--- config.mk ---
export PLATFORM = sky130hd
export DESIGN_NAME = pwmms_cell
export DESIGN_NICKNAME = d
export VERILOG_FILES = /design/src/sv/pwmms_pkg.sv /design/src/sv/pwmms_cell.sv
export SDC_FILE = /design/constraint.sdc
export NUM_CORES = 2
export LEC_CHECK = 0
export BUFFER_PORTS_ARGS = -buffer_cell sky130_fd_sc_hd__buf_2
export CAP_MARGIN = 5
export CORE_AREA = 2 2 361 363
export CTS_CLUSTER_DIAMETER = 80
export DETAILED_ROUTE_END_ITERATION = 8
export DIE_AREA = 0 0 363 365
export PLACE_DENSITY = 0.68
export SYNTH_ARGS = -nofsm -noshare
export SYNTH_HDL_FRONTEND = slang
export SYNTH_SLANG_ARGS = --single-unit
export TNS_END_PERCENT = 5
--- constraint.sdc ---
create_clock -name i_clk -period 7.7 [get_ports i_clk]
set_input_delay 0.385 -clock i_clk [delete_from_list [all_inputs] [get_ports i_clk]]
set_output_delay 0.385 -clock i_clk [all_outputs]
set_load 0.01 [all_outputs]
--- src/sv/pwmms_pkg.sv ---
// Shared types, codes and constants for the position weight matrix scanner.
package pwmms_pkg;

    localparam int MOTIF_MAX_DEF = 32;

    localparam int WEIGHT_W = 16;
    localparam int CHAN_W   = 9;
    localparam int POS_W    = 5;
    localparam int LEN_W    = 6;
    localparam int INV_W    = 20;
    localparam int SCORE_W  = 24;
    localparam int BEST_W   = 23;
    localparam int COUNT_W  = 24;
    // four Q8.8 x Q1.8 products summed within one cell
    localparam int CELL_W   = 28;

    localparam logic [LEN_W-1:0]          LEN_RST    = 6'd8;
    localparam logic [INV_W-1:0]          INV_RST    = 20'd65536;
    localparam logic signed [SCORE_W-1:0] CUTOFF_RST = 24'sd58982;

    typedef enum logic [1:0] {
        OP_LOAD_FWD = 2'd0,
        OP_LOAD_REV = 2'd1,
        OP_COLUMN   = 2'd2,
        OP_END      = 2'd3
    } t_op;

    typedef enum logic {
        KIND_HIT     = 1'b0,
        KIND_SUMMARY = 1'b1
    } t_kind;

    typedef enum logic [1:0] {
        REG_MOTIF_LENGTH  = 2'd0,
        REG_INV_MAX_SCORE = 2'd1,
        REG_HIT_CUTOFF    = 2'd2
    } t_reg;

    // base channels: 0 a, 1 c, 2 g, 3 t
    typedef logic [3:0][CHAN_W-1:0] t_col;

    typedef struct packed {
        logic [3:0][WEIGHT_W-1:0] fwd;
        logic [3:0][WEIGHT_W-1:0] rev;
    } t_wset;

    typedef struct packed {
        logic                col_shift;
        logic                rot_up;
        logic                rot_dn;
        logic                load_fwd;
        logic                load_rev;
        logic [1:0]          base;
        logic [WEIGHT_W-1:0] value;
    } t_cell_ctl;

    typedef struct packed {
        logic               vld;
        logic               is_end;
        logic [COUNT_W-1:0] start;
    } t_tag;

endpackage

--- src/sv/pwmms_cell.sv ---
// One motif cell: a window column, its aligned weights and the per-cell dot products.
module pwmms_cell
    import pwmms_pkg::*;
(
    input  logic                     i_clk,
    input  t_cell_ctl                i_ctl,
    input  logic                     i_sel,
    input  logic                     i_active,
    input  t_wset                    i_wset_lo,
    input  t_wset                    i_wset_hi,
    input  t_col                     i_col,
    output t_wset                    o_wset,
    output t_col                     o_col,
    output logic signed [CELL_W-1:0] o_fsum,
    output logic signed [CELL_W-1:0] o_rsum
);
    t_wset                    r_w;
    t_col                     r_col;
    logic signed [CELL_W-1:0] r_fsum;
    logic signed [CELL_W-1:0] r_rsum;
    logic signed [CELL_W-1:0] n_fsum;
    logic signed [CELL_W-1:0] n_rsum;

    // products against the column arriving in this cell
    always_comb begin
        n_fsum = '0;
        n_rsum = '0;
        for (int b = 0; b < 4; b++) begin
            n_fsum = n_fsum + CELL_W'($signed(r_w.fwd[b]) * $signed({1'b0, i_col[b]}));
            n_rsum = n_rsum + CELL_W'($signed(r_w.rev[b]) * $signed({1'b0, i_col[b]}));
        end
        if (!i_active) begin
            n_fsum = '0;
            n_rsum = '0;
        end
    end

    always_ff @(posedge i_clk) begin
        if (i_ctl.col_shift) begin
            r_col  <= i_col;
            r_fsum <= n_fsum;
            r_rsum <= n_rsum;
        end
    end

    always_ff @(posedge i_clk) begin
        if (i_ctl.rot_up) begin
            r_w <= i_wset_lo;
        end else if (i_ctl.rot_dn) begin
            r_w <= i_wset_hi;
        end else begin
            if (i_sel && i_ctl.load_fwd) begin
                r_w.fwd[i_ctl.base] <= i_ctl.value;
            end
            if (i_sel && i_ctl.load_rev) begin
                r_w.rev[i_ctl.base] <= i_ctl.value;
            end
        end
    end

    assign o_wset = r_w;
    assign o_col  = r_col;
    assign o_fsum = r_fsum;
    assign o_rsum = r_rsum;
endmodule

==> flow_summary.yaml <==
setup_path:
  r2r-end: "o_rsum[27]"
  reg2reg_depth: 22
  cp_slowest_cell: "edfxtp_1"
  crit_path_start_kind: "flop"
  cp_cell_sequence: "and2_1, fa_1, inv_1, fa_1, fa_1, inv_1, fa_1, fa_1, fa_1, fa_1, inv_1, fa_1, inv_1, ha_1, a21oi_2, o21ai_2, a211o_1, o221a_4, a221o_1, a211o_1, o31ai_2, mux2_1"
  crit_required_ns: 8.11
  cp.arrival_ns: 8.03
  cpPeakStageDelay_ns: 0.62
  cp.buffers_inverters: 4
  cp_top_family: "adder cells"
  cp-end-kind: "flop"
  crit_fanout: 6
  path_class: "reg -> reg"
  r2r_start: "o_wset[34]"
  critPathMostFrequentCell: "fa_1"
  rrSetupSlack_ns: 0.08
final_layout:
  layout_common_cells: "1555 x inv_1, 1277 x fa_1, 769 x and2_1"
  stdcell_count: 7832
  syn2layout_area_growth_pct: 14.0
  drive_gt1_share_pct: 13.9
  final_common_cell: "inv_1"
  fin_nets: 8052
place:
  gp_congestion: 0.932
  portBuffers: 537
  hpwl_microns: 153000
  dp_cells: 7692
clock_tree:
  htreeDepth: 2
  cts.sinks: 220
  cts_buffers: 40
  clock_tree.root_cell: "clkbuf_16"
  cts_max_path_buffers: 3
  clk_latency_ns: 0.66
  clkSlewWorstSetupHoldPaths_ns: 0.06
  tritoncts: "done"
die:
  pin_count: 538
  initial_utilization_pct: 41.7
  core.rowCount: 132
  die_area_sq_mm: 0.132
  fp.dieH_microns: 365
  coreArea_sq_mm: 0.129
  die_x_microns: 363
timing:
  skew_ns: 0.0503
  max_freq_ghz: 0.131
  maxSlewViolCount: 0
  slew_headroom_pct: 19.1
  rsz0062_at_grt: "true"
  worst_pin_slew_ns: 1.21
  post-route-period-util_pct: 99.0
  hold_viol_final: 0
  finalSetupViolCount: 0
  fin_crit_ns: 7.62
yosys:
  netlist_instances: 5506
  yosysWarnings: 0
  syn_area_sq_mm: 0.0537
  synth-seq-cells: 220
  syn_area_per_cell_sq_um: 9.75
  ys.flop_type: "edfxtp_1"
  async_reset_ff_share_pct: 0
  yosysUniqueCellTypes: 53
  synth-edff-count: 220
  syn_nets: 7450
  synth_seq_area_share_pct: 12.3
drt:
  first_pass_iters: 8
  detail-route-antenna-nets: 0
  wl_per_cell_microns: 23.3
  dr_total_vias: 40100
  first_iter_violations: 2958
  drc_errors: 0
  drt-total-wl_microns: 182000
  avgViaCountPerCell: 5.11
global_routing:
  grt_first_pass_wirelength_microns: 271000
  grt_pass1_vias: 43800
  grt_overflow: 0
  grt_max_degree: 106
  grt.total_usage_pct: 28.3
  antenna_found_initial: 29
worst_hold_path:
  min_to: "o_wset[61]"
  hold_class: "in -> reg"
  min_from: "i_wset_lo[61]"
  worstHoldPathCells: 3
outcome:
  status: "completed"
job:
  cap_viol_max_count: 0
==> cell type report <==
class | instances | area, sq um
Inverter | 1556 | 5840
Clock inverter | 29 | 328
Tap cell | 1675 | 2100
Antenna cell | 18 | 45.0
Multi-Input combinational cell | 3514 | 40500
Fill cell | 12200 | 67500
Timing Repair Buffer | 776 | 4750
Sequential cell | 220 | 6610
Clock buffer | 44 | 1020
==> Yosys cell counts, drive strengths merged (12+ instances only) <==
cell	n	area share [%]
and2	769	9.0
nor2	62	0.43
xor2	15	0.24
nand2b	13	0.15
xnor2	44	0.72
nand3	12	0.11
inv	1556	11
a21oi	41	0.39
a22oi	128	1.8
a21o	15	0.21
nand2	550	3.8
fa	1278	48
clkbuf	205	1.4
ha	348	8.1
o21ai	146	1.4
edfxtp	220	12
==> worst max path at each step <==
stage,from,to,slack (ns),depth (start not counted)
final,o_wset[34],o_rsum[27],0.08,22
after detailed placement,i_col[4],o_fsum[27],0.02,25
after global routing,o_wset[6],o_rsum[27],-0.09,21
after CTS,o_wset[56],o_rsum[27],0.02,22
after floorplan,i_col[4],o_rsum[27],0.32,24
after global placement,i_col[4],o_fsum[27],0.08,25
==> state kept, by name, indices dropped and copies added, names as in the netlist <==
name,cells
o_rsum,28
o_wset,128
o_fsum,28
o_col,36
==> metrics by stage <==
stage | setup TNS, ns | instance area [sq um] | hold slack (ns) | util, % | setup WS (ns)
5_1_grt | -0.0915 | 61200 | 0.0453 | 47.5 | -0.0915
4_1_cts | 0 | 60800 | 0.000514 | 47.3 | 0.0163
3_5_place_dp | 0 | 59300 | 0.668 | 46.1 | 0.0220
6_report | 0 | 61200 | 0.0259 | 47.6 | 0.0806
2_1_floorplan | 0 | 53700 | 0.484 | - | 0.321
3_3_place_gp | 0 | 59300 | 0.668 | 46.1 | 0.0844
==> cells by family after synthesis <==
logic type | count (synthesis) | share of synthesized area, %
DFF | 220 | 12.3
AOI/OAI and AO/OA | 386 | 4.63
muxes | 3 | 0.0583
adders and majority gates | 1626 | 55.8
and+or+nand+nor | 1440 | 13.9
xor gates and xnor gates | 59 | 0.962
buffers and inverters | 1772 | 12.4
==> tightest hold or removal path, delay by kind of cell <==
family / cells / cell delay, ns
buffers and inverters: 1 / 0.08
AOI/OAI and AO/OA: 1 / 0.07
and+or+nand+nor: 1 / 0.04
==> routing by layer <==
layer	wire (microns)	GRT usage [%]	share of wire [%]	vias to the layer above
met4	12600	17.0	6.9	8
li1	-	-	-	17300
met3	14700	6.50	8.1	464
met5	57	0	0.031	-
met1	65100	32.3	36	20600
met2	89900	48.6	49	1712
==> what timing repair did <==
item	4_1_cts	5_1_grt
gates resized for setup	0	6
setup endpoints to repair	0	10
buffers inserted	0	32
endpoints found under the hold margin	17	0
hold buffers	17	0
Power is left out: the tool's default activity adds up to more than one toggle a clock period on the data nets, which glitch-free logic cannot reach.
